$ cat src/rtl/ddsp_pkg.sv
// Shared widths, constants, register indexes and reset values, controller states and unit control types.
`timescale 1ns / 1ps

package ddsp_pkg;

  // Field widths
  localparam int TS_W    = 13;  // target_speed, signed
  localparam int TT_W    = 12;  // turn_target, signed
  localparam int SPD_W   = 12;  // measured wheel speed magnitude
  localparam int GAIN_W  = 7;   // kp, ki, kd, signed
  localparam int ODIV_W  = 16;  // out_divisor
  localparam int DB_W    = 10;  // drive_deadband
  localparam int MIN_W   = 12;  // min_drive_speed
  localparam int SB_W    = 10;  // stop_band
  localparam int HD_W    = 8;   // hist_divisor
  localparam int PWM_W   = 8;   // motor drive byte

  // Configuration channel
  localparam int CFG_IDX_W  = 3;
  localparam int CFG_DATA_W = 16;

  // Internal widths
  localparam int MUL_W   = 14;  // serial multiplier digit count, holds |target_speed| as signed
  localparam int V_W     = 15;  // wheel target, signed
  localparam int E_W     = 16;  // speed error and last error, signed
  localparam int DIFF_W  = 17;  // error change, signed
  localparam int ZONE_W  = 13;  // error dead zone
  localparam int SPLIT_W = 13;  // turn split, signed
  localparam int TTM_W   = 21;  // |turn_target| * TURN_SCALE
  localparam int DIVR_W  = 16;  // divisor width of the serial divider

  // Constants
  localparam int TURN_SCALE = 1000;
  localparam int TURN_DIV   = 289;
  localparam int PWM_MID    = 127;

  // Register indexes
  localparam logic [CFG_IDX_W-1:0] REG_KP        = 3'd0;
  localparam logic [CFG_IDX_W-1:0] REG_KI        = 3'd1;
  localparam logic [CFG_IDX_W-1:0] REG_KD        = 3'd2;
  localparam logic [CFG_IDX_W-1:0] REG_OUT_DIV   = 3'd3;
  localparam logic [CFG_IDX_W-1:0] REG_DEADBAND  = 3'd4;
  localparam logic [CFG_IDX_W-1:0] REG_MIN_SPEED = 3'd5;
  localparam logic [CFG_IDX_W-1:0] REG_STOP_BAND = 3'd6;
  localparam logic [CFG_IDX_W-1:0] REG_HIST_DIV  = 3'd7;

  // Register reset values
  localparam logic signed [GAIN_W-1:0] KP_RST        = 7'sd10;
  localparam logic signed [GAIN_W-1:0] KI_RST        = 7'sd1;
  localparam logic signed [GAIN_W-1:0] KD_RST        = -7'sd5;
  localparam logic [ODIV_W-1:0]        OUT_DIV_RST   = 16'd1200;
  localparam logic [DB_W-1:0]          DEADBAND_RST  = 10'd50;
  localparam logic [MIN_W-1:0]         MIN_SPEED_RST = 12'd500;
  localparam logic [SB_W-1:0]          STOP_BAND_RST = 10'd10;
  localparam logic [HD_W-1:0]          HIST_DIV_RST  = 8'd30;

  // Controller sequence
  typedef enum logic [4:0] {
    ST_IDLE,
    ST_SQ,
    ST_SQ_WAIT,
    ST_DZ1,
    ST_DZ1_WAIT,
    ST_DZ2,
    ST_DZ2_WAIT,
    ST_SPL,
    ST_SPL_WAIT,
    ST_PREP,
    ST_ERR,
    ST_KP,
    ST_KP_WAIT,
    ST_KI,
    ST_KI_WAIT,
    ST_KD,
    ST_KD_WAIT,
    ST_PDIV,
    ST_PDIV_WAIT,
    ST_WDONE,
    ST_OUT
  } state_t;

  // Multiply-accumulate unit control
  typedef struct packed {
    logic start;
    logic clear;
  } mac_ctl_t;

endpackage

$ cat src/rtl/ddsp_if.sv
// Valid/ready channel interfaces: command, result and configuration write.
`timescale 1ns / 1ps

interface ddsp_cmd_if;
  logic                                  valid;
  logic                                  ready;
  logic signed [ddsp_pkg::TS_W-1:0]      target_speed;
  logic signed [ddsp_pkg::TT_W-1:0]      turn_target;
  logic        [ddsp_pkg::SPD_W-1:0]     left_speed;
  logic        [ddsp_pkg::SPD_W-1:0]     right_speed;

  modport source (output valid, target_speed, turn_target, left_speed, right_speed,
                  input ready);
  modport sink   (input valid, target_speed, turn_target, left_speed, right_speed,
                  output ready);
endinterface

interface ddsp_res_if;
  logic                          valid;
  logic                          ready;
  logic [ddsp_pkg::PWM_W-1:0]    left_pwm;
  logic [ddsp_pkg::PWM_W-1:0]    right_pwm;

  modport source (output valid, left_pwm, right_pwm, input ready);
  modport sink   (input valid, left_pwm, right_pwm, output ready);
endinterface

interface ddsp_cfg_if;
  logic                              valid;
  logic                              ready;
  logic [ddsp_pkg::CFG_IDX_W-1:0]    index;
  logic [ddsp_pkg::CFG_DATA_W-1:0]   data;

  modport source (output valid, index, data, input ready);
  modport sink   (input valid, index, data, output ready);
endinterface

$ cat src/rtl/differential_drive_speed_pid.sv
// Top level: two-wheel speed PID controller with serial multiply and divide units.
`timescale 1ns / 1ps

// Each command transfer carries a drive target, a turn target and both measured wheel speed
// magnitudes; the block returns one result with a PWM byte per wheel (127 is stop, 0..254).
// One command is worked at a time. The work of each item is done by the shared restoring
// divider, which resolves one quotient bit per cycle over PW bits, where PW is INTEGRAL_BITS+8
// but never less than 26, for the dead zone (two divides), the turn split and each wheel's
// output scaling, and by the shift-add multiplier, one bit per cycle over 14 bits for the
// dead-zone square and the three gains of each wheel. A new command is taken as soon as the
// result is in the output register, even while that result waits to be taken.
// Configuration writes are accepted every cycle and should only be made while idle; a
// divisor register written as zero acts as one.
module differential_drive_speed_pid #(
  parameter int INTEGRAL_BITS = 32
) (
  input  logic        clk,
  input  logic        rst,
  ddsp_cmd_if.sink    cmd,
  ddsp_res_if.source  res,
  ddsp_cfg_if.sink    cfg
);

  // PID sum width; never below 26 so the dead-zone square of -4096 fits
  localparam int PW = (INTEGRAL_BITS + 8 > 26) ? INTEGRAL_BITS + 8 : 26;
  localparam int SW = INTEGRAL_BITS + 1;   // integral add width before saturation
  localparam logic signed [INTEGRAL_BITS-1:0] IMAX = {1'b0, {(INTEGRAL_BITS-1){1'b1}}};
  localparam logic signed [INTEGRAL_BITS-1:0] IMIN = {1'b1, {(INTEGRAL_BITS-1){1'b0}}};

  // Configuration registers
  logic signed [ddsp_pkg::GAIN_W-1:0]  kp, ki, kd;
  logic [ddsp_pkg::ODIV_W-1:0]         out_divisor;
  logic [ddsp_pkg::DB_W-1:0]           drive_deadband;
  logic [ddsp_pkg::MIN_W-1:0]          min_drive_speed;
  logic [ddsp_pkg::SB_W-1:0]           stop_band;
  logic [ddsp_pkg::HD_W-1:0]           hist_divisor;

  // Controller
  ddsp_pkg::state_t state, state_next;
  logic             wheel;

  // Captured command
  logic signed [ddsp_pkg::TS_W-1:0]    ts_r;
  logic signed [ddsp_pkg::TT_W-1:0]    tt_r;
  logic [ddsp_pkg::SPD_W-1:0]          la_r, ra_r;

  // Per-item and per-wheel working registers
  logic [ddsp_pkg::ZONE_W-1:0]         zone_r;
  logic signed [ddsp_pkg::SPLIT_W-1:0] split_r;
  logic signed [ddsp_pkg::V_W-1:0]     vt_r;
  logic signed [ddsp_pkg::SPD_W:0]     va_r;
  logic signed [ddsp_pkg::E_W-1:0]     e_r;
  logic signed [INTEGRAL_BITS-1:0]     sum_r;
  logic                                clr_r;
  logic [ddsp_pkg::PWM_W-1:0]          lpwm_r, rpwm_r;

  // Wheel state
  logic signed [INTEGRAL_BITS-1:0]     integ [2];
  logic signed [ddsp_pkg::E_W-1:0]     last_err [2];

  // Result register
  logic                                out_valid;
  logic [ddsp_pkg::PWM_W-1:0]          out_left, out_right;

  // Unit connections
  ddsp_pkg::mac_ctl_t                  mac_ctl;
  logic signed [ddsp_pkg::MUL_W-1:0]   mac_mult;
  logic signed [PW-1:0]                mac_opnd;
  logic                                mac_busy;
  logic signed [PW-1:0]                acc;
  logic                                div_start;
  logic [PW-1:0]                       div_dvd;
  logic [ddsp_pkg::DIVR_W-1:0]         div_dvs;
  logic                                div_busy;
  logic [PW-1:0]                       div_q;

  // Derived operands
  logic [ddsp_pkg::TS_W-1:0]           ts_mag;
  logic [ddsp_pkg::TT_W-1:0]           tt_mag;
  logic [ddsp_pkg::TTM_W-1:0]          tt_scaled;
  logic [ddsp_pkg::DIVR_W-1:0]         hd_eff, od_eff;
  logic [PW-1:0]                       p_mag;
  logic signed [ddsp_pkg::DIFF_W-1:0]  diff;
  logic [ddsp_pkg::SPLIT_W-2:0]        split_mag;

  // Wheel target shaping
  logic signed [ddsp_pkg::V_W-1:0]     v_raw, v_shp, db_s, mn_s, sb_s;
  logic [ddsp_pkg::SPD_W-1:0]          a_mag;
  logic signed [ddsp_pkg::SPD_W:0]     va_raw;

  // Error and integral
  logic signed [ddsp_pkg::E_W-1:0]     e_raw, e_val, zone_s;
  logic                                clr;
  logic signed [INTEGRAL_BITS-1:0]     i_base, s_sat;
  logic signed [SW-1:0]                s_wide;

  // Output shaping
  logic                                q_big;
  logic [6:0]                          c_mag;
  logic signed [8:0]                   c_s, c_fin;
  logic [ddsp_pkg::PWM_W-1:0]          pwm;

  assign cfg.ready = 1'b1;
  assign cmd.ready = (state == ddsp_pkg::ST_IDLE);
  assign res.valid     = out_valid;
  assign res.left_pwm  = out_left;
  assign res.right_pwm = out_right;

  // Configuration register writes
  always_ff @(posedge clk) begin
    if (rst) begin
      kp              <= ddsp_pkg::KP_RST;
      ki              <= ddsp_pkg::KI_RST;
      kd              <= ddsp_pkg::KD_RST;
      out_divisor     <= ddsp_pkg::OUT_DIV_RST;
      drive_deadband  <= ddsp_pkg::DEADBAND_RST;
      min_drive_speed <= ddsp_pkg::MIN_SPEED_RST;
      stop_band       <= ddsp_pkg::STOP_BAND_RST;
      hist_divisor    <= ddsp_pkg::HIST_DIV_RST;
    end else if (cfg.valid) begin
      unique case (cfg.index)
        ddsp_pkg::REG_KP:        kp              <= cfg.data[ddsp_pkg::GAIN_W-1:0];
        ddsp_pkg::REG_KI:        ki              <= cfg.data[ddsp_pkg::GAIN_W-1:0];
        ddsp_pkg::REG_KD:        kd              <= cfg.data[ddsp_pkg::GAIN_W-1:0];
        ddsp_pkg::REG_OUT_DIV:   out_divisor     <= cfg.data[ddsp_pkg::ODIV_W-1:0];
        ddsp_pkg::REG_DEADBAND:  drive_deadband  <= cfg.data[ddsp_pkg::DB_W-1:0];
        ddsp_pkg::REG_MIN_SPEED: min_drive_speed <= cfg.data[ddsp_pkg::MIN_W-1:0];
        ddsp_pkg::REG_STOP_BAND: stop_band       <= cfg.data[ddsp_pkg::SB_W-1:0];
        ddsp_pkg::REG_HIST_DIV:  hist_divisor    <= cfg.data[ddsp_pkg::HD_W-1:0];
        default: ;
      endcase
    end
  end

  // Operand preparation
  always_comb begin
    ts_mag    = ts_r[ddsp_pkg::TS_W-1] ? ddsp_pkg::TS_W'(-ts_r) : ddsp_pkg::TS_W'(ts_r);
    tt_mag    = tt_r[ddsp_pkg::TT_W-1] ? ddsp_pkg::TT_W'(-tt_r) : ddsp_pkg::TT_W'(tt_r);
    tt_scaled = ddsp_pkg::TTM_W'(tt_mag) * ddsp_pkg::TTM_W'(ddsp_pkg::TURN_SCALE);
    hd_eff    = (hist_divisor == '0) ? ddsp_pkg::DIVR_W'(1) : ddsp_pkg::DIVR_W'(hist_divisor);
    od_eff    = (out_divisor == '0) ? ddsp_pkg::DIVR_W'(1) : ddsp_pkg::DIVR_W'(out_divisor);
    p_mag     = acc[PW-1] ? PW'(-acc) : PW'(acc);
    diff      = ddsp_pkg::DIFF_W'(e_r) - ddsp_pkg::DIFF_W'(last_err[wheel]);
    split_mag = div_q[ddsp_pkg::SPLIT_W-1:1];
  end

  // Wheel target: split, sign of measured speed, deadband and minimum speed
  always_comb begin
    db_s  = $signed(ddsp_pkg::V_W'(drive_deadband));
    mn_s  = $signed(ddsp_pkg::V_W'(min_drive_speed));
    sb_s  = $signed(ddsp_pkg::V_W'(stop_band));
    v_raw = wheel ? (ddsp_pkg::V_W'(ts_r) + ddsp_pkg::V_W'(split_r))
                  : (ddsp_pkg::V_W'(ts_r) - ddsp_pkg::V_W'(split_r));
    a_mag = wheel ? ra_r : la_r;
    va_raw = v_raw[ddsp_pkg::V_W-1] ? -$signed({1'b0, a_mag}) : $signed({1'b0, a_mag});
    if (v_raw > db_s && v_raw < mn_s) begin
      v_shp = mn_s;
    end else if (v_raw < -db_s && v_raw > -mn_s) begin
      v_shp = -mn_s;
    end else if (v_raw >= -db_s && v_raw <= db_s) begin
      v_shp = '0;
    end else begin
      v_shp = v_raw;
    end
  end

  // Error with dead zone, stop reset and saturated integral
  always_comb begin
    zone_s = $signed(ddsp_pkg::E_W'(zone_r));
    e_raw  = ddsp_pkg::E_W'(vt_r) - ddsp_pkg::E_W'(va_r);
    e_val  = (e_raw < zone_s && e_raw > -zone_s) ? '0 : e_raw;
    clr    = (vt_r == '0) && (ddsp_pkg::V_W'(va_r) < sb_s) && (ddsp_pkg::V_W'(va_r) > -sb_s);
    i_base = clr ? '0 : integ[wheel];
    s_wide = SW'(i_base) + SW'(e_val);
    if (s_wide[SW-1] != s_wide[SW-2]) begin
      s_sat = s_wide[SW-1] ? IMIN : IMAX;
    end else begin
      s_sat = s_wide[INTEGRAL_BITS-1:0];
    end
  end

  // Clamp, sign check against the target and offset to a drive byte
  always_comb begin
    q_big = |div_q[PW-1:7];
    c_mag = q_big ? 7'd127 : div_q[6:0];
    c_s   = acc[PW-1] ? -$signed({2'b00, c_mag}) : $signed({2'b00, c_mag});
    c_fin = ((c_s > 0 && vt_r > 0) || (c_s < 0 && vt_r < 0)) ? c_s : '0;
    pwm   = ddsp_pkg::PWM_W'(c_fin + 9'(ddsp_pkg::PWM_MID));
  end

  // State register
  always_ff @(posedge clk) begin
    if (rst) state <= ddsp_pkg::ST_IDLE;
    else     state <= state_next;
  end

  // Next state and unit commands
  always_comb begin
    state_next = state;
    mac_ctl    = '0;
    mac_mult   = '0;
    mac_opnd   = '0;
    div_start  = 1'b0;
    div_dvd    = '0;
    div_dvs    = '0;
    unique case (state)
      ddsp_pkg::ST_IDLE: begin
        if (cmd.valid) state_next = ddsp_pkg::ST_SQ;
      end
      ddsp_pkg::ST_SQ: begin
        mac_ctl.start = 1'b1;
        mac_ctl.clear = 1'b1;
        mac_mult      = {1'b0, ts_mag};
        mac_opnd      = PW'({1'b0, ts_mag});
        state_next    = ddsp_pkg::ST_SQ_WAIT;
      end
      ddsp_pkg::ST_SQ_WAIT: begin
        if (!mac_busy) state_next = ddsp_pkg::ST_DZ1;
      end
      ddsp_pkg::ST_DZ1: begin
        div_start  = 1'b1;
        div_dvd    = PW'(acc);
        div_dvs    = ddsp_pkg::DIVR_W'(ts_mag) + ddsp_pkg::DIVR_W'(1);
        state_next = ddsp_pkg::ST_DZ1_WAIT;
      end
      ddsp_pkg::ST_DZ1_WAIT: begin
        if (!div_busy) state_next = ddsp_pkg::ST_DZ2;
      end
      ddsp_pkg::ST_DZ2: begin
        div_start  = 1'b1;
        div_dvd    = div_q;
        div_dvs    = hd_eff;
        state_next = ddsp_pkg::ST_DZ2_WAIT;
      end
      ddsp_pkg::ST_DZ2_WAIT: begin
        if (!div_busy) state_next = ddsp_pkg::ST_SPL;
      end
      ddsp_pkg::ST_SPL: begin
        div_start  = 1'b1;
        div_dvd    = PW'(tt_scaled);
        div_dvs    = ddsp_pkg::DIVR_W'(ddsp_pkg::TURN_DIV);
        state_next = ddsp_pkg::ST_SPL_WAIT;
      end
      ddsp_pkg::ST_SPL_WAIT: begin
        if (!div_busy) state_next = ddsp_pkg::ST_PREP;
      end
      ddsp_pkg::ST_PREP: begin
        state_next = ddsp_pkg::ST_ERR;
      end
      ddsp_pkg::ST_ERR: begin
        state_next = ddsp_pkg::ST_KP;
      end
      ddsp_pkg::ST_KP: begin
        mac_ctl.start = 1'b1;
        mac_ctl.clear = 1'b1;
        mac_mult      = ddsp_pkg::MUL_W'(kp);
        mac_opnd      = PW'(e_r);
        state_next    = ddsp_pkg::ST_KP_WAIT;
      end
      ddsp_pkg::ST_KP_WAIT: begin
        if (!mac_busy) state_next = ddsp_pkg::ST_KI;
      end
      ddsp_pkg::ST_KI: begin
        mac_ctl.start = 1'b1;
        mac_mult      = ddsp_pkg::MUL_W'(ki);
        mac_opnd      = PW'(sum_r);
        state_next    = ddsp_pkg::ST_KI_WAIT;
      end
      ddsp_pkg::ST_KI_WAIT: begin
        if (!mac_busy) state_next = ddsp_pkg::ST_KD;
      end
      ddsp_pkg::ST_KD: begin
        mac_ctl.start = 1'b1;
        mac_mult      = ddsp_pkg::MUL_W'(kd);
        mac_opnd      = PW'(diff);
        state_next    = ddsp_pkg::ST_KD_WAIT;
      end
      ddsp_pkg::ST_KD_WAIT: begin
        if (!mac_busy) state_next = ddsp_pkg::ST_PDIV;
      end
      ddsp_pkg::ST_PDIV: begin
        div_start  = 1'b1;
        div_dvd    = p_mag;
        div_dvs    = od_eff;
        state_next = ddsp_pkg::ST_PDIV_WAIT;
      end
      ddsp_pkg::ST_PDIV_WAIT: begin
        if (!div_busy) state_next = ddsp_pkg::ST_WDONE;
      end
      ddsp_pkg::ST_WDONE: begin
        state_next = wheel ? ddsp_pkg::ST_OUT : ddsp_pkg::ST_PREP;
      end
      ddsp_pkg::ST_OUT: begin
        if (!out_valid || res.ready) state_next = ddsp_pkg::ST_IDLE;
      end
      default: state_next = ddsp_pkg::ST_IDLE;
    endcase
  end

  // Command capture and working registers
  always_ff @(posedge clk) begin
    if (cmd.valid && cmd.ready) begin
      ts_r <= cmd.target_speed;
      tt_r <= cmd.turn_target;
      la_r <= cmd.left_speed;
      ra_r <= cmd.right_speed;
    end
    if (state == ddsp_pkg::ST_DZ2_WAIT && !div_busy) zone_r <= div_q[ddsp_pkg::ZONE_W-1:0];
    if (state == ddsp_pkg::ST_SPL_WAIT && !div_busy) begin
      split_r <= tt_r[ddsp_pkg::TT_W-1] ? -$signed({1'b0, split_mag})
                                         : $signed({1'b0, split_mag});
    end
    if (state == ddsp_pkg::ST_PREP) begin
      vt_r <= v_shp;
      va_r <= va_raw;
    end
    if (state == ddsp_pkg::ST_ERR) begin
      e_r   <= e_val;
      sum_r <= s_sat;
      clr_r <= clr;
    end
    if (state == ddsp_pkg::ST_WDONE) begin
      if (wheel) rpwm_r <= pwm;
      else       lpwm_r <= pwm;
    end
  end

  // Wheel select and wheel state; integral held while the output clamps, unless the stop reset clears it
  always_ff @(posedge clk) begin
    if (rst) begin
      wheel       <= 1'b0;
      integ[0]    <= '0;
      integ[1]    <= '0;
      last_err[0] <= '0;
      last_err[1] <= '0;
    end else if (cmd.valid && cmd.ready) begin
      wheel <= 1'b0;
    end else if (state == ddsp_pkg::ST_WDONE) begin
      wheel           <= 1'b1;
      last_err[wheel] <= e_r;
      if (!q_big)     integ[wheel] <= sum_r;
      else if (clr_r) integ[wheel] <= '0;
    end
  end

  // Result register
  always_ff @(posedge clk) begin
    if (rst) begin
      out_valid <= 1'b0;
    end else if (state == ddsp_pkg::ST_OUT && (!out_valid || res.ready)) begin
      out_valid <= 1'b1;
    end else if (res.ready) begin
      out_valid <= 1'b0;
    end
  end

  always_ff @(posedge clk) begin
    if (state == ddsp_pkg::ST_OUT && (!out_valid || res.ready)) begin
      out_left  <= lpwm_r;
      out_right <= rpwm_r;
    end
  end

  // Serial units
  ddsp_mac #(
    .AW (PW),
    .MW (ddsp_pkg::MUL_W)
  ) u_mac (
    .clk  (clk),
    .rst  (rst),
    .ctl  (mac_ctl),
    .mult (mac_mult),
    .opnd (mac_opnd),
    .busy (mac_busy),
    .acc  (acc)
  );

  ddsp_div #(
    .DW (PW),
    .VW (ddsp_pkg::DIVR_W)
  ) u_div (
    .clk      (clk),
    .rst      (rst),
    .start    (div_start),
    .dividend (div_dvd),
    .divisor  (div_dvs),
    .busy     (div_busy),
    .quotient (div_q)
  );

  // Checks
  a_units_exclusive: assert property (@(posedge clk) disable iff (rst)
    !(mac_busy && div_busy))
    else $error("multiplier and divider busy together");

  a_pwm_range: assert property (@(posedge clk) disable iff (rst)
    out_valid |-> (out_left != {ddsp_pkg::PWM_W{1'b1}} && out_right != {ddsp_pkg::PWM_W{1'b1}}))
    else $error("drive byte out of range");

  a_result_source: assert property (@(posedge clk) disable iff (rst)
    $rose(out_valid) |-> $past(state) == ddsp_pkg::ST_OUT)
    else $error("result loaded outside the output step");

endmodule

$ cat src/rtl/ddsp_mac.sv
// Bit-serial signed multiply-accumulate: one multiplier bit per cycle, shift and add.
`timescale 1ns / 1ps

module ddsp_mac #(
  parameter int AW = 40,
  parameter int MW = 14
) (
  input  logic                     clk,
  input  logic                     rst,
  input  ddsp_pkg::mac_ctl_t       ctl,
  input  logic signed [MW-1:0]     mult,
  input  logic signed [AW-1:0]     opnd,
  output logic                     busy,
  output logic signed [AW-1:0]     acc
);

  localparam int CW = (MW > 1) ? $clog2(MW) : 1;

  logic [MW-1:0]          mreg;
  logic signed [AW-1:0]   areg;
  logic [CW-1:0]          cnt;
  logic                   last;

  assign last = (cnt == CW'(MW - 1));

  // Sequence control
  always_ff @(posedge clk) begin
    if (rst) begin
      busy <= 1'b0;
      cnt  <= '0;
    end else if (ctl.start) begin
      busy <= 1'b1;
      cnt  <= '0;
    end else if (busy) begin
      cnt <= cnt + CW'(1);
      if (last) busy <= 1'b0;
    end
  end

  // Shift-add datapath; the sign bit of the multiplier weighs negative
  always_ff @(posedge clk) begin
    if (ctl.start) begin
      mreg <= mult;
      areg <= opnd;
      if (ctl.clear) acc <= '0;
    end else if (busy) begin
      mreg <= mreg >> 1;
      areg <= areg <<< 1;
      if (mreg[0]) begin
        acc <= last ? (acc - areg) : (acc + areg);
      end
    end
  end

endmodule

$ cat src/rtl/ddsp_div.sv
// Restoring unsigned divider: one quotient bit per cycle.
`timescale 1ns / 1ps

module ddsp_div #(
  parameter int DW = 40,
  parameter int VW = 16
) (
  input  logic            clk,
  input  logic            rst,
  input  logic            start,
  input  logic [DW-1:0]   dividend,
  input  logic [VW-1:0]   divisor,
  output logic            busy,
  output logic [DW-1:0]   quotient
);

  localparam int CW = (DW > 1) ? $clog2(DW) : 1;

  logic [VW-1:0]  rem;
  logic [VW-1:0]  dvs;
  logic [DW-1:0]  q;
  logic [CW-1:0]  cnt;
  logic [VW:0]    trial;
  logic           fits;

  // Trial subtract of the partial remainder
  assign trial = {rem, q[DW-1]};
  assign fits  = (trial >= {1'b0, dvs});

  // Sequence control
  always_ff @(posedge clk) begin
    if (rst) begin
      busy <= 1'b0;
      cnt  <= '0;
    end else if (start) begin
      busy <= 1'b1;
      cnt  <= '0;
    end else if (busy) begin
      cnt <= cnt + CW'(1);
      if (cnt == CW'(DW - 1)) busy <= 1'b0;
    end
  end

  // Quotient shifts in from the bottom as dividend bits leave the top
  always_ff @(posedge clk) begin
    if (start) begin
      q   <= dividend;
      rem <= '0;
      dvs <= divisor;
    end else if (busy) begin
      q   <= {q[DW-2:0], fits};
      rem <= fits ? VW'(trial - {1'b0, dvs}) : trial[VW-1:0];
    end
  end

  assign quotient = q;

endmodule
$ cat src/flat_wrapper.sv
// flat-port wrapper written by rule: the top's interface ports become plain ports
module differential_drive_speed_pid_flat 
#(
  parameter int INTEGRAL_BITS = 32
)
  (clk, rst, cmd_valid, cmd_target_speed, cmd_turn_target, cmd_left_speed, cmd_right_speed, cmd_ready, res_valid, res_left_pwm, res_right_pwm, res_ready, cfg_valid, cfg_index, cfg_data, cfg_ready);
  ddsp_cmd_if cmd_i ();
  ddsp_res_if res_i ();
  ddsp_cfg_if cfg_i ();
  input  logic clk;
  input  logic rst;
  input wire logic [$bits(cmd_i.valid)-1:0] cmd_valid;
  input wire logic [$bits(cmd_i.target_speed)-1:0] cmd_target_speed;
  input wire logic [$bits(cmd_i.turn_target)-1:0] cmd_turn_target;
  input wire logic [$bits(cmd_i.left_speed)-1:0] cmd_left_speed;
  input wire logic [$bits(cmd_i.right_speed)-1:0] cmd_right_speed;
  output wire logic [$bits(cmd_i.ready)-1:0] cmd_ready;
  output wire logic [$bits(res_i.valid)-1:0] res_valid;
  output wire logic [$bits(res_i.left_pwm)-1:0] res_left_pwm;
  output wire logic [$bits(res_i.right_pwm)-1:0] res_right_pwm;
  input wire logic [$bits(res_i.ready)-1:0] res_ready;
  input wire logic [$bits(cfg_i.valid)-1:0] cfg_valid;
  input wire logic [$bits(cfg_i.index)-1:0] cfg_index;
  input wire logic [$bits(cfg_i.data)-1:0] cfg_data;
  output wire logic [$bits(cfg_i.ready)-1:0] cfg_ready;
  assign cmd_i.valid = cmd_valid;
  assign cmd_i.target_speed = cmd_target_speed;
  assign cmd_i.turn_target = cmd_turn_target;
  assign cmd_i.left_speed = cmd_left_speed;
  assign cmd_i.right_speed = cmd_right_speed;
  assign cmd_ready = cmd_i.ready;
  assign res_valid = res_i.valid;
  assign res_left_pwm = res_i.left_pwm;
  assign res_right_pwm = res_i.right_pwm;
  assign res_i.ready = res_ready;
  assign cfg_i.valid = cfg_valid;
  assign cfg_i.index = cfg_index;
  assign cfg_i.data = cfg_data;
  assign cfg_ready = cfg_i.ready;
  differential_drive_speed_pid #(.INTEGRAL_BITS(INTEGRAL_BITS)) u_core (.clk(clk), .rst(rst), .cmd(cmd_i), .res(res_i), .cfg(cfg_i));
endmodule
$ cat config.mk
export PLATFORM = sky130hd
export DESIGN_NAME = differential_drive_speed_pid_flat
export DESIGN_NICKNAME = d
export VERILOG_FILES = /design/src/rtl/ddsp_pkg.sv /design/src/rtl/ddsp_if.sv /design/src/rtl/differential_drive_speed_pid.sv /design/src/rtl/ddsp_mac.sv /design/src/rtl/ddsp_div.sv /design/src/flat_wrapper.sv
export SDC_FILE = /design/constraint.sdc
export NUM_CORES = 2
export LEC_CHECK = 0
export BUFFER_PORTS_ARGS = -buffer_cell sky130_fd_sc_hd__buf_4
export CORE_UTILIZATION = 35
export DETAILED_ROUTE_END_ITERATION = 10
export PLACE_DENSITY = 0.57
export SYNTH_ARGS = -nofsm -noshare
export SYNTH_HDL_FRONTEND = slang
export SYNTH_HIERARCHICAL = 1
export SYNTH_SLANG_ARGS = --single-unit
$ cat constraint.sdc
create_clock -name clk -period 16.19 [get_ports clk]
set_input_delay 1.619 -clock clk [delete_from_list [all_inputs] [get_ports clk]]
set_output_delay 1.619 -clock clk [all_outputs]
set_load 0.02 [all_outputs]
==> reports/results.tsv <==
stage	metric	value	unit
outcome	status	complete, no violations	
global_routing	vias in the first global route	28388	
synthesis	post-synthesis mux area share	5.40	%
timing	highest clock rate	0.128	GHz
timing	Worst slew margin	18.5	%
synthesis	mapped cell area	38100	sq um
placed_design	placed cells	5290	
timing	setup TNS	0	ns
synthesis	Mapped Nets	4320	
final_layout	Area growth, synth to finish	11.3	%
critical_path	R2R setup slack	8.37	ns
critical_path	CP max FO	25	
synthesis	Compound-Gate Fraction of Synth Area	15.9	%
routing	# DRC	0	
cts	cts hold-fix bufs	0	
synthesis	area fraction of the dominant cell type after synthesis	33.9	%
critical_path	Crit Path Class	reg2reg	
cts	Setup Buffers After CTS	0	
cts	clock sink count	543	
critical_path	worst path required time	16.54	ns
placed_design	GP Congestion	0.887	
routing	Avg WL per Cell	19.4	microns
critical_path	worst reg2reg path depth	34	
timing	Final Setup Violations	0	
cts	CTS tree	yes	
cts	H-tree depth	2	
placed_design	IO buf count	90	
synthesis	synthesized flop and latch total	543	
hold_path	worst min path class	reg2reg	
cts	clk_lat worst skew	0.66	ns
final_layout	Post-Layout Cell Count	5406	
die	die span in y	332	microns
cts	Max clock buf depth	3	
flow_run	max_cap viols	0	
power_and_ir_drop	maximum VDD drop	0.350	mV
die	starting density of the core	35.4	%
timing	fin. max-slew vios	0	
hold_path	worst hold path depth	0	
synthesis	main combinational cell family by area after synthesis	simple AND/OR/NAND/NOR gates	
timing	Final period util	48.3	%
global_routing	first-pass GRT wire length	165	mm
critical_path	CP Data Arrival Time	8.18	ns
timing	Worst Skew	0.0319	ns
routing	drt first pass iters	5	
critical_path	Worst Setup End Kind	flop	
critical_path	critical path's slowest cell	nor2_4	
synthesis	synth top area cells	edfxtp_1 34%, ha_1 9.4%, dfxtp_1 5.9%	
synthesis	Seq/Total Area, Yosys	39.8	%
final_layout	n_diodes	0	
synthesis	syn avg cell area	9.73	sq um
timing	Slew @ Worst Pin	1.22	ns
critical_path	largest stage delay on the critical path	0.58	ns
routing	via count	29460	
die	Die Area	110000	sq um
die	Top Ports	92	
cts	Num CTS Buffers	61	
cts	register clock-pin slew on the reported worst setup and hold paths	0.06	ns
final_layout	layout cell share with drive strength beyond 1	11.1	%
routing	Via density	5.45	
timing	unrepaired setup endpoints after global routing	false	
synthesis	share of flip-flops with an asynchronous set or reset	0	%
cts	Post-CTS Resized	0	
final_layout	nets	4354	
power_and_ir_drop	Pleak	16.5	nW
die	Core ar.	108000	sq um
timing	hold_ws	0.418	ns
global_routing	largest net degree at the start of global routing	64	
global_routing	antenna violations before repair	0	
synthesis	Synth Area in Simple Gates	17.1	%
synthesis	Commonest cells post-synth	430 x edfxtp_1, 326 x nand2_1, 311 x nor2_1, 287 x ha_1, 277 x a21oi_1	
synthesis	most frequent cell after synthesis	edfxtp_1	
synthesis	Mapped Cells	3916	
routing	post-route ant nets	0	
cts	CTS root buffer	clkbuf_16	
critical_path	Critical Path Start Type	flop	
synthesis	Post-synth EDFFs	430	
die	row count	120	
synthesis	Syn. warnings	6	
synthesis	Post-Synth Adder-Cell Area	11.9	%
routing	drt total wl	105	mm
global_routing	global route overflow	0	
synthesis	largest area contributor in the netlist	edfxtp_1	
routing	Initial DRC Count	1998	
synthesis	Synth Area in XOR/XNOR	5.93	%
synthesis	prevailing post-synth register cell	edfxtp_1	
power_and_ir_drop	Cell Pwr Density	178	nW/um^2
synthesis	post-synth cell types	117	
critical_path	Worst path most repeated cell	ha_1	
die	Die Wd	332	microns
placed_design	post-detail-place hpwl	77.2	mm
timing	min Tclk post-route	7.82	ns
global_routing	Total GRT Usage	18.7	%
timing	Final Hold Fails	0	
## path summary, 6_finish.rpt
path | startpoint | to
worst max-delay path | u_core/vt_r[0] | u_core/sum_r[2]
worst max register to register | u_core/vt_r[0] | u_core/sum_r[2]
worst min-delay path | u_core/rpwm_r[0] | u_core/res.right_pwm[0]
worst min register to register | u_core/rpwm_r[0] | u_core/res.right_pwm[0]
## sequential cells by signal, indices dropped and copies added (netlist names), 12 cells and up, named ones only
register	cells
u_core/sum_r	32
u_core/u_mac/mreg	14
u_core/vt_r	15
u_core/zone_r	13
u_core/tt_r	12
u_core/va_r	13
u_core/out_divisor	16
u_core/split_r	13
u_core/ra_r	12
u_core/min_drive_speed	12
u_core/last_err	32
u_core/u_mac/acc	40
u_core/e_r	16
u_core/u_mac/areg	40
u_core/ts_r	13
u_core/integ	64
u_core/la_r	12
u_core/u_div/quotient	40
u_core/u_div/dvs	16
u_core/u_div/rem	16
## metrics by stage
step | power [mW] | setup slack [ns] | instance area [sq um] | utilization [%]
floorplan | 5.15 | 9.56 | 38100 | -
global placement | 6.06 | 8.56 | 40300 | 37.5
detailed placement | 6.09 | 8.47 | 40300 | 37.5
CTS | 7.59 | 8.42 | 42400 | 39.5
global route | 8.19 | 7.76 | 42400 | 39.5
finish | 7.54 | 8.37 | 42400 | 39.5
## final cells by class
class	count	area, sq um
fillers	10666	65100
multi-input cells	2997	21600
flip-flops and latches	543	15200
well taps	1403	1760
clock buffers	74	1690
repair buffers	138	1040
inverters	209	785
clock inverters	42	392
## cell families (layout without fill, tap and decap cells)
| family | Yosys count | in the layout |
|---|---|---|
| buffers and inverters | 376 | 463 |
| xor gates and xnor gates | 257 | 257 |
| DFF | 543 | 543 |
| AOI/OAI and AO/OA | 918 | 918 |
| muxes | 193 | 193 |
| and+or+nand+nor | 1289 | 1289 |
| other | 1 | 1 |
| adders and majority gates | 339 | 339 |
## report_power, final
part / internal (mW) / switching (mW) / leakage [nW] / total (mW)
clock: 0.839 / 0.611 / 1.01 / 1.45
combinational: 1.70 / 2.30 / 10.5 / 4.00
sequential: 1.85 / 0.242 / 5.00 / 2.09
## per-layer routing
layer	share of wire, %	global-route usage, %	vias up
met2	47	31.4	594
met3	4.1	2.26	126
met1	47	25.5	14316
met4	2.4	4.80	0
li1	-	-	14424
met5	0	0	-
## critical path, delay by kind of cell, from the launching register on
kind                       cells  cell delay (ns)
buffers and inverters          2             0.15
DFF                            1             0.40
adders and majority gates      5             1.14
and+or+nand+nor                8             1.57
AOI/OAI and AO/OA             18             4.08
xor gates and xnor gates       1             0.14
## layout by cell type (no fill, tap or decap), types with 29 or more instances in the layout
master	n
nand4_1	34
edfxtp_1	430
xnor2_1	161
nand2b_1	49
ha_1	287
mux2i_1	93
or3_1	32
o31ai_1	29
nor2b_1	76
mux2_2	98
buf_4	138
inv_1	207
o21a_1	40
o21ai_0	199
a211oi_1	29
dfxtp_1	111
nor4_1	39
fa_1	44
nor2_1	310
nand2_1	326
xor2_1	95
a21oi_1	276
and2_1	82
clkbuf_16	65
nor3_1	106
and3_1	58
a21o_1	66
nand3_1	71
Note: power is estimated with default switching activity, not from simulation.
